File: src/sv/caq_pkg.sv
// ----------------------------------------------------------------------------
// caq_pkg
// Shared types, constants and pointer helpers for the CPU affinity request
// queue.
// ----------------------------------------------------------------------------
`default_nettype none

package caq_pkg;

  localparam int QUEUE_DEPTH = 64;
  localparam int NUM_CPUS    = 64;
  localparam int PTR_W       = $clog2(QUEUE_DEPTH);
  localparam int ID_W        = 22;
  localparam int CNT_W       = 16;
  localparam int MASK_W      = 64;
  localparam int CPU_W       = 6;
  localparam int OCC_W       = 6;
  localparam int OP_W        = 2;
  localparam int STAT_W      = 2;

  localparam logic [ID_W-1:0]  NOBODY    = '0;
  localparam logic [CNT_W-1:0] COUNT_MAX = '1;

  typedef logic [PTR_W-1:0] ptr_t;

  typedef enum logic [OP_W-1:0] {
    OP_PUSH   = 2'd0,
    OP_REMOVE = 2'd1,
    OP_POP    = 2'd2,
    OP_GRANT  = 2'd3
  } op_t;

  typedef enum logic [STAT_W-1:0] {
    STAT_OK    = 2'd0,
    STAT_NOTED = 2'd1,
    STAT_FULL  = 2'd2
  } status_t;

  typedef enum logic [2:0] {
    ST_IDLE,
    ST_PUSH_RD,
    ST_PUSH_WR,
    ST_POP_RD,
    ST_POP_CHK,
    ST_SCAN,
    ST_SKIP,
    ST_DONE
  } state_t;

  typedef struct packed {
    logic [ID_W-1:0]   id;
    logic [CNT_W-1:0]  count;
    logic [MASK_W-1:0] mask;
  } entry_t;

  typedef struct packed {
    ptr_t   rd_addr;
    logic   wr_en;
    ptr_t   wr_addr;
    entry_t wr_data;
    logic   vld_en;
    ptr_t   vld_addr;
    logic   vld_val;
  } store_cmd_t;

  typedef struct packed {
    status_t           status;
    logic [ID_W-1:0]   id;
    logic [CNT_W-1:0]  count;
    logic [MASK_W-1:0] mask;
    logic [OCC_W-1:0]  occupancy;
  } result_t;

  function automatic ptr_t ptr_inc(input ptr_t p);
    return (p == ptr_t'(QUEUE_DEPTH - 1)) ? '0 : p + ptr_t'(1);
  endfunction

  function automatic ptr_t ptr_dec(input ptr_t p);
    return (p == '0) ? ptr_t'(QUEUE_DEPTH - 1) : p - ptr_t'(1);
  endfunction

  function automatic logic [OCC_W-1:0] ring_occ(input ptr_t head, input ptr_t tail);
    logic [31:0] d;
    d = 32'(head) - 32'(tail);
    if (head < tail) begin
      d = d + 32'(QUEUE_DEPTH);
    end
    return d[OCC_W-1:0];
  endfunction

endpackage

`default_nettype wire

File: src/sv/caq_if.sv
// ----------------------------------------------------------------------------
// caq_req_if / caq_rsp_if
// Request and response channels of the CPU affinity request queue.
// ----------------------------------------------------------------------------
`default_nettype none

interface caq_req_if;
  logic                         valid;
  logic                         ready;
  logic [caq_pkg::OP_W-1:0]     op;
  logic [caq_pkg::ID_W-1:0]     proc_id;
  logic [caq_pkg::CNT_W-1:0]    count;
  logic [caq_pkg::MASK_W-1:0]   allowed_mask;
  logic [caq_pkg::CPU_W-1:0]    cpu_index;

  modport source (output valid, op, proc_id, count, allowed_mask, cpu_index,
                  input ready);
  modport sink   (input valid, op, proc_id, count, allowed_mask, cpu_index,
                  output ready);
endinterface


`default_nettype wire

File: src/sv/caq_ctrl.sv
// ----------------------------------------------------------------------------
// caq_ctrl
// Sequencer: runs push, pop, remove and grant against the entry store, scanning
// one slot per cycle through a single compare stage, then advances the tail.
// ----------------------------------------------------------------------------
`default_nettype none

module caq_ctrl (
  input  logic                               clk,
  input  logic                               rst,
  caq_req_if.sink                            req,
  input  caq_pkg::entry_t                    rd_data,
  input  logic [caq_pkg::QUEUE_DEPTH-1:0]    valid,
  input  logic                               out_free,
  output caq_pkg::store_cmd_t                cmd,
  output logic                               done,
  output caq_pkg::result_t                   result
);

  caq_pkg::state_t state, state_next;
  caq_pkg::ptr_t   head, tail, scan_ptr, chk_addr;
  logic            chk_vld;

  caq_pkg::op_t                r_op;
  logic [caq_pkg::ID_W-1:0]    r_id;
  logic [caq_pkg::CNT_W-1:0]   r_cnt;
  logic [caq_pkg::MASK_W-1:0]  r_mask;
  logic [caq_pkg::CPU_W-1:0]   r_cpu;

  caq_pkg::status_t            res_status;
  logic [caq_pkg::ID_W-1:0]    res_id;
  logic [caq_pkg::CNT_W-1:0]   res_count;
  logic [caq_pkg::MASK_W-1:0]  res_mask;

  caq_pkg::op_t                in_op;
  caq_pkg::ptr_t               back;
  logic [caq_pkg::ID_W-1:0]    back_id;
  logic                        back_hit;
  logic                        full;
  logic [caq_pkg::CNT_W:0]     sum;
  logic [caq_pkg::CNT_W-1:0]   sat;
  logic                        issue;
  logic                        chk_live;
  logic                        hit_rm;
  logic                        hit_gr;
  logic                        tail_free;
  logic                        cpu_ok;

  assign in_op     = caq_pkg::op_t'(req.op);
  assign back      = caq_pkg::ptr_dec(head);
  assign back_id   = valid[back] ? rd_data.id : caq_pkg::NOBODY;
  assign back_hit  = (back_id == r_id);
  assign full      = (caq_pkg::ptr_inc(head) == tail);
  assign sum       = {1'b0, rd_data.count} + {1'b0, r_cnt};
  assign sat       = sum[caq_pkg::CNT_W] ? caq_pkg::COUNT_MAX : sum[caq_pkg::CNT_W-1:0];
  assign issue     = (scan_ptr != head);
  assign chk_live  = chk_vld && valid[chk_addr];
  assign hit_rm    = chk_live && (r_op == caq_pkg::OP_REMOVE) && (rd_data.id == r_id);
  assign hit_gr    = chk_live && (r_op == caq_pkg::OP_GRANT) && rd_data.mask[r_cpu];
  assign tail_free = (tail != head) && !valid[tail];
  assign cpu_ok    = (32'(req.cpu_index) < 32'(caq_pkg::NUM_CPUS));

  always_comb begin
    state_next = state;
    case (state)
      caq_pkg::ST_IDLE: begin
        if (req.valid) begin
          case (in_op)
            caq_pkg::OP_PUSH: begin
              if (req.count != '0) begin
                state_next = caq_pkg::ST_PUSH_RD;
              end else if (req.proc_id == caq_pkg::NOBODY) begin
                state_next = caq_pkg::ST_SKIP;
              end else begin
                state_next = caq_pkg::ST_SCAN;
              end
            end
            caq_pkg::OP_REMOVE: begin
              state_next = (req.proc_id == caq_pkg::NOBODY) ? caq_pkg::ST_SKIP
                                                            : caq_pkg::ST_SCAN;
            end
            caq_pkg::OP_POP: state_next = caq_pkg::ST_POP_RD;
            caq_pkg::OP_GRANT: state_next = cpu_ok ? caq_pkg::ST_SCAN : caq_pkg::ST_SKIP;
            default: state_next = caq_pkg::ST_IDLE;
          endcase
        end
      end
      caq_pkg::ST_PUSH_RD: state_next = caq_pkg::ST_PUSH_WR;
      caq_pkg::ST_PUSH_WR: state_next = caq_pkg::ST_SKIP;
      caq_pkg::ST_POP_RD:  state_next = caq_pkg::ST_POP_CHK;
      caq_pkg::ST_POP_CHK: state_next = caq_pkg::ST_SKIP;
      caq_pkg::ST_SCAN: begin
        if (hit_gr || (!issue && !chk_vld)) begin
          state_next = caq_pkg::ST_SKIP;
        end
      end
      caq_pkg::ST_SKIP: begin
        if (!tail_free) begin
          state_next = caq_pkg::ST_DONE;
        end
      end
      caq_pkg::ST_DONE: begin
        if (out_free) begin
          state_next = caq_pkg::ST_IDLE;
        end
      end
      default: state_next = caq_pkg::ST_IDLE;
    endcase
  end

  always_comb begin
    req.ready        = (state == caq_pkg::ST_IDLE);
    done             = (state == caq_pkg::ST_DONE);
    cmd.rd_addr      = scan_ptr;
    cmd.wr_en        = 1'b0;
    cmd.wr_addr      = chk_addr;
    cmd.wr_data      = rd_data;
    cmd.vld_en       = 1'b0;
    cmd.vld_addr     = chk_addr;
    cmd.vld_val      = 1'b0;
    case (state)
      caq_pkg::ST_PUSH_RD: cmd.rd_addr = back;
      caq_pkg::ST_PUSH_WR: begin
        if (back_hit) begin
          cmd.wr_en         = valid[back];
          cmd.wr_addr       = back;
          cmd.wr_data.count = sat;
        end else if (!full) begin
          cmd.wr_en    = 1'b1;
          cmd.wr_addr  = head;
          cmd.wr_data  = '{id: r_id, count: r_cnt, mask: r_mask};
          cmd.vld_en   = 1'b1;
          cmd.vld_addr = head;
          cmd.vld_val  = (r_id != caq_pkg::NOBODY);
        end
      end
      caq_pkg::ST_POP_RD: cmd.rd_addr = tail;
      caq_pkg::ST_POP_CHK: begin
        cmd.vld_en   = valid[tail];
        cmd.vld_addr = tail;
      end
      caq_pkg::ST_SCAN: begin
        if (hit_rm) begin
          cmd.vld_en = 1'b1;
        end else if (hit_gr) begin
          if (rd_data.count <= caq_pkg::CNT_W'(1)) begin
            cmd.vld_en = 1'b1;
          end else begin
            cmd.wr_en         = 1'b1;
            cmd.wr_data.count = rd_data.count - caq_pkg::CNT_W'(1);
          end
        end
      end
      default: begin
      end
    endcase
  end

  always_ff @(posedge clk) begin
    if (rst) begin
      state   <= caq_pkg::ST_IDLE;
      head    <= '0;
      tail    <= '0;
      chk_vld <= 1'b0;
    end else begin
      state <= state_next;
      case (state)
        caq_pkg::ST_IDLE: begin
          chk_vld <= 1'b0;
        end
        caq_pkg::ST_PUSH_WR: begin
          if (!back_hit && !full) begin
            head <= caq_pkg::ptr_inc(head);
          end
        end
        caq_pkg::ST_SCAN: begin
          chk_vld <= issue;
        end
        caq_pkg::ST_SKIP: begin
          if (tail_free) begin
            tail <= caq_pkg::ptr_inc(tail);
          end
        end
        default: begin
        end
      endcase
    end
  end

  always_ff @(posedge clk) begin
    case (state)
      caq_pkg::ST_IDLE: begin
        r_op       <= (in_op == caq_pkg::OP_PUSH && req.count == '0) ? caq_pkg::OP_REMOVE
                                                                     : in_op;
        r_id       <= req.proc_id;
        r_cnt      <= req.count;
        r_mask     <= req.allowed_mask;
        r_cpu      <= req.cpu_index;
        scan_ptr   <= tail;
        chk_addr   <= tail;
        res_status <= caq_pkg::STAT_OK;
        res_id     <= caq_pkg::NOBODY;
        res_count  <= '0;
        res_mask   <= '0;
      end
      caq_pkg::ST_PUSH_WR: begin
        res_status <= (!back_hit && full) ? caq_pkg::STAT_FULL : caq_pkg::STAT_NOTED;
      end
      caq_pkg::ST_POP_CHK: begin
        if (valid[tail]) begin
          res_id    <= rd_data.id;
          res_count <= rd_data.count;
          res_mask  <= rd_data.mask;
        end
      end
      caq_pkg::ST_SCAN: begin
        chk_addr <= scan_ptr;
        if (issue) begin
          scan_ptr <= caq_pkg::ptr_inc(scan_ptr);
        end
        if (hit_gr) begin
          res_id <= rd_data.id;
        end
      end
      default: begin
      end
    endcase
  end

  assign result = '{status:    res_status,
                    id:        res_id,
                    count:     res_count,
                    mask:      res_mask,
                    occupancy: caq_pkg::ring_occ(head, tail)};

endmodule

`default_nettype wire

File: src/flat_wrapper.sv
// flat-port wrapper written by rule: the top's interface ports become plain ports
module caq_ctrl_flat 
  (clk, rst, rd_data, valid, out_free, cmd, done, result, req_valid, req_op, req_proc_id, req_count, req_allowed_mask, req_cpu_index, req_ready);
  caq_req_if req_i ();
  input  logic clk;
  input  logic rst;
  input  caq_pkg::entry_t rd_data;
  input  logic [caq_pkg::QUEUE_DEPTH-1:0] valid;
  input  logic out_free;
  output caq_pkg::store_cmd_t cmd;
  output logic done;
  output caq_pkg::result_t result;
  input wire logic [$bits(req_i.valid)-1:0] req_valid;
  input wire logic [$bits(req_i.op)-1:0] req_op;
  input wire logic [$bits(req_i.proc_id)-1:0] req_proc_id;
  input wire logic [$bits(req_i.count)-1:0] req_count;
  input wire logic [$bits(req_i.allowed_mask)-1:0] req_allowed_mask;
  input wire logic [$bits(req_i.cpu_index)-1:0] req_cpu_index;
  output wire logic [$bits(req_i.ready)-1:0] req_ready;
  assign req_i.valid = req_valid;
  assign req_i.op = req_op;
  assign req_i.proc_id = req_proc_id;
  assign req_i.count = req_count;
  assign req_i.allowed_mask = req_allowed_mask;
  assign req_i.cpu_index = req_cpu_index;
  assign req_ready = req_i.ready;
  caq_ctrl u_core (.clk(clk), .rst(rst), .req(req_i), .rd_data(rd_data), .valid(valid), .out_free(out_free), .cmd(cmd), .done(done), .result(result));
endmodule
File: config.mk
export PLATFORM = sky130hd
export DESIGN_NAME = caq_ctrl_flat
export DESIGN_NICKNAME = d
export VERILOG_FILES = /design/src/sv/caq_pkg.sv /design/src/sv/caq_if.sv /design/src/sv/caq_ctrl.sv /design/src/flat_wrapper.sv
export SDC_FILE = /design/constraint.sdc
export NUM_CORES = 1
export LEC_CHECK = 0
export BUFFER_PORTS_ARGS = -buffer_cell sky130_fd_sc_hd__buf_2
export CAP_MARGIN = 10
export CORE_AREA = 2 2 202 204
export CTS_BUF_LIST = sky130_fd_sc_hd__clkbuf_8
export CTS_CLUSTER_DIAMETER = 50
export CTS_CLUSTER_SIZE = 12
export DETAILED_ROUTE_END_ITERATION = 10
export DIE_AREA = 0 0 204 206
export GPL_TIMING_DRIVEN = 0
export PLACE_DENSITY = 0.65
export REMOVE_ABC_BUFFERS = 1
export SKIP_LAST_GASP = 1
export SYNTH_ARGS = -nofsm -noshare
export SYNTH_HDL_FRONTEND = slang
export SYNTH_SLANG_ARGS = --single-unit
File: constraint.sdc
create_clock -name clk -period 7.55 [get_ports clk]
set_clock_uncertainty 0.1 [all_clocks]
set_input_delay 0.3775 -clock clk [delete_from_list [all_inputs] [get_ports clk]]
set_output_delay 0.3775 -clock clk [all_outputs]
set_load 0.05 [all_outputs]
### After elaboration in Yosys (flattened, before gate mapping)

Index checks and enable logic that the tools add are counted.

| word-level totals | value |
|---|---|
| register bits after elaboration | 242 |
| latch bits | 0 |
| RAM bits | 0 |
| ROM bits | 0 |
| input port bits | 280 |
| output and inout port bits | 235 |
| word-level logic and storage cells | 148 |
| memories | 0 |

| cells by class | value |
|---|---|
| add/sub/neg operators | 8 |
| multipliers | 0 |
| div/mod/pow operators | 0 |
| order comparisons | 6 |
| equal/unequal tests | 27 |
| shifts and indexed selects | 0 |
| muxes and demuxes | 58 |
| bitwise gates (word level) | 0 |
| reduce and logical (&&, ||, !) cells | 34 |

Operators with widths:

| kind | number |
|---|---|
| $mux 64 | 2 |
| $pmux 64 s2 | 1 |
| $mux 117 | 1 |
| $mux 16 | 6 |
| $mux 22 | 4 |
| $mux 72 | 1 |
| $pmux 22 s3 | 1 |
| $pmux 16 s2 | 2 |
| $pmux 6 s2 | 4 |
| $eq 22x22->1 | 2 |
| $mux 6 | 6 |
| $lt 6x7->1 const B | 4 |
| $mux 28 | 1 |
| $add 6x1->6 const B | 4 |
| $bmux 1 s6 | 4 |
| $logic_not 22->1 | 1 |
| $reduce_bool 22->1 | 1 |
| $pmux 3 s7 | 1 |
| $eq 6x6->1 const B | 3 |
| $add 16x16->17 | 1 |
| $le 16x1->1 const B | 1 |
| $logic_not 16->1 | 1 |
| $reduce_bool 16->1 | 1 |
| $sub 16x1->16 const B | 1 |
| other kinds (32) | 79 |

### Longest topological paths before layout

| logic depth | value |
|---|---|
| depth after elaboration | 10 |
| gate-level depth with buffers | 18 |
| gate-level depth less buffers | 13 |

### Worst setup path before layout

OpenSTA, ideal clock, no wires.

| timing path | value |
|---|---|
| path kind | reg-to-reg |
| start point | reg u_core.tail[1] |
| end point | reg u_core.res_count[0] (netlist name), enable pin |
| library setup time | 629 ps |
| arrival time | 7471 ps |
| required time | 6821 ps |
| slack | -650 ps |
| cell stages (with the launch flop) | 9 |
| buffers on the path | 2 |
| clock period less this slack | 8200 ps |
| path through | dfxtp_1 clkbuf_1 clkbuf_1 mux4_2 mux4_2 mux2i_1 nand2_1 o21ai_0 o21ai_0 |

| between the ends | value |
|---|---|
| longest elaborated chain between the ends | 4 |

RTL lines:

| what | RTL line | text |
|---|---|---|
| from (decl) | caq_ctrl.sv:21 | `caq_pkg::ptr_t head, tail, scan_ptr, chk_addr;` |
| from (signal assigned) | caq_ctrl.sv:181 | `tail <= caq_pkg::ptr_inc(tail);` |
| $bmux 1 s6 | caq_ctrl.sv:210 | `if (valid[tail]) begin` |
| $mux 1 (not written as such) | caq_ctrl.sv:210 |  |
| $ne 2x1->1 (no line) | - |  |
| $reduce_and 2->1 (no line) | - |  |
| to (signal assigned) | caq_ctrl.sv:212 | `res_count <= rd_data.count;` |
| to (decl) | caq_ctrl.sv:32 | `logic [caq_pkg::CNT_W-1:0] res_count;` |

No other way between the ends. The select of a mux whose other input is x is not followed.
A chain may end at the register's enable or synchronous reset.

==> impl_results.md <==
* Netlist cell types at 75
* Clk buf depth at 3
* Nets at 2246
* Reg2reg end: u_core.head[3]
* CTS Buf Count at 38
* # rows at between 70 and 80
* Number of synthesized flops with an enable pin at roughly 230
* Final setup fails at 0
* Antenna-violating nets left at 0
* Final global-route overflow total at 0
* Worst Path Max Fanout at 67
* Initial detailed-routing violation count at 864
* CTS hold repair buffers at approximately 180
* Area delta synth->final at 38.39%
* Core area at around 40000 sq um
* Async SR Flop Fraction at 0
* Worst path required time at approximately 7000 ps
* Final instance area at between 20000 and 25000 sq um
* Slew @ Worst Pin at 1140 ps
* Port Buffer Count at between 500 and 600
* First-pass GRT wire length at ~85000 um
* Die area at 42020 sq um
* H-tree depth at 2
* Setup Fix Bufs, Post-CTS at 0
* Top cells by area, synth: edfxtp_1, mux2_2, mux4_2
* Total GRT Usage at 0.2673
* Sequential Area at roughly 7100 sq um
* Pwr dens at around 450 nW/um^2
* Yosys warnings at 0
* Worst hold endpoint: u_core.res_id[18]
* Setup crit start kind: register
* Synth top area share at 0.4541
* Vias at about 14000
* FF-to-FF path depth at 12
* DP Cell Count at ~2200
* Skew-Pair Late Insertion Delay at ~600 ps
* Cell with the most instances after synthesis: edfxtp_1
* Main synth FF type: edfxtp_1
* Area of the multi-input gates at approximately 7400 sq um
* Maxcap violations at 0
* Seq cells post-synth at 242
* Final std cells w/o fill at between 2000 and 2500
* Detailed placer's ending HPWL at roughly 43000 um
* Pre-antenna DRT Iters at 8
* Tcrit/Tclk final at 0.9384
* Largest area contributor in the netlist: edfxtp_1
* Die height at between 200 and 250 um
* Routed WL at 57620 um
* GP Congestion at 0.8971
* PostCTS Resize Cnt at 0
* Post-Synthesis Cells at 1272
* Peak supply drop at about 0.00026 V
* Pins Over Slew Limit at 0
* HP Class: primary input to register
* Initial antenna violation count at 7
* Hold Vio Cnt, Final at 0
* FILL cells at around 3500
* Placed cell areas at 18090 sq um
* Clock sinks at roughly 240
* DRC at 0
* I/O pins at between 500 and 600
* CP Class: register to output pin
* Clock slew at reported path FFs at 70 ps
* CTS tree: yes
* Reg2reg setup slack at about 1600 ps
* Worst setup EP type: output pin
* Syn avg cell area at roughly 12 sq um
* Initial Util at 0.3719
* Final Critical Period at 7085 ps
* Status: finished clean
* Pin count of the biggest net entering global routing at just under 70
* Register area share after synthesis at 0.4756
* Worst Hold Launch: rd_data[98]
* Power, Total at 0.009207 W
* Hold depth at 2
* DIE WIDTH at about 200 um
* Slew headroom at 0.2302
* Share of post-route cells with drive strength above 1 at 0.3854
* DR WL/cell at 23.10 um
* RR Startpoint: u_core.head[0]
* RSZ-0062 raised after global routing: no
* Leakage power at 8.587 nW
* Vias in the first global route at roughly 14000
* Commonest cells in the netlist: edfxtp_1, and2_1, nand2_1
* Via-to-Cell Ratio at 5.516
* Crit path DAT at around 6600 ps
* Max Freq at roughly 0.14 GHz
* Synth Cell Area at approximately 15000 sq um
* Root Buffer: clkbuf_8
==> cell usage in the layout, fill, tap and decap left out, drive strengths merged, types with 7 or more instances in the layout <==
master,n
mux2i,42
and2,113
a221oi,7
a21oi,35
nor3,19
o21ai,34
nand2b,8
inv,39
dfxtp,16
mux4,47
ha,28
nand2,104
o211ai,20
nor2,64
nand3,27
a221o,13
buf,529
clkinv,9
nor4,28
xnor2,38
edfxtp,226
or2,7
mux2,95
a211oi,11
nand4,8
or3,13
a311o,7
o31ai,14
a311oi,7
dlygate4sd3,177
xor2,21
clkbuf,38
nor2b,14
==> critical path: stages, from the launching register on <==
cell and delay, ps:
dfxtp_1 940, inv_1 390, ha_1 630, a211oi_1 860, o211a_1 270, nor4_1 50, a2bb2o_1 310, a211oi_2 300
mux2i_1 510, o211a_4 680, buf_16 320, nor2_1 150, a221o_1 370, buf_2 230
==> logic make-up (layout without fill, tap and decap cells) <==
kind of cell | after synthesis | after routing | synth area share
flip-flops | 242 | 242 | 0.4756
multiplexers | 184 | 184 | 0.1708
AO/OA/AOI/OAI | 222 | 222 | 0.1104
other | 0 | 3 | 0
AND/OR/NAND/NOR | 423 | 423 | 0.1487
XOR/XNOR | 59 | 59 | 0.03458
adder cells (fa/ha/maj) | 30 | 30 | 0.02612
buffers and inverters | 112 | 799 | 0.03382
==> layout make-up <==
cell class                 instances  area share
tap                              532     0.03219
antenna                            3   0.0003630
multi-input combinational        918      0.3562
clock inverter                    25     0.01149
timing repair buffer             706      0.2251
inverter                          30    0.005687
sequential                       242      0.3437
clock buffer                      38     0.02529
==> worst max path at each step <==
stage,from,to
after floorplan,u_core.tail[0],u_core.res_count[0]
after global routing,u_core.head[0],cmd[3]
after global placement,u_core.tail[0],u_core.res_mask[34]
after CTS,u_core.head[0],cmd[3]
after detailed placement,u_core.head[0],cmd[3]
final,u_core.head[0],cmd[3]
==> metal layers <==
layer,vias to the layer above,part of all wire,global-route usage
met5,-,0.00021,0
met4,2,0.046,0.1281
met3,125,0.077,0.05976
met2,676,0.50,0.4674
met1,6736,0.38,0.3110
li1,6218,-,-
==> state kept, by name, indices dropped and copies added (netlist names), 16 cells and up <==
register,cells
u_core.r_cnt,16
u_core.r_id,22
u_core.r_mask,64
u_core.res_count,16
u_core.res_id,22
u_core.res_mask,64
==> where the power goes <==
group	internal (W)	switching, W	total [W]
logic	0.00152	0.00385	0.00537
registers	0.00228	0.000389	0.00267
clock network	0.000567	0.000604	0.00117
==> through the flow <==
stage | TNS [ps] | worst slack (ps) | util | hold WS, ps
detailed placement | 0 | 1122 | 0.4501 | 413.4
global placement | -532260 | -4796 | 0.4427 | 399.9
finish | 0 | 465.3 | 0.5147 | 47.72
CTS | 0 | 478.2 | 0.5131 | 0.5075
floorplan | -56050 | -700.6 | - | 346.6
global route | 0 | 106.6 | 0.5145 | 29.79
No activity file was read; power rests on OpenSTA's default activity.
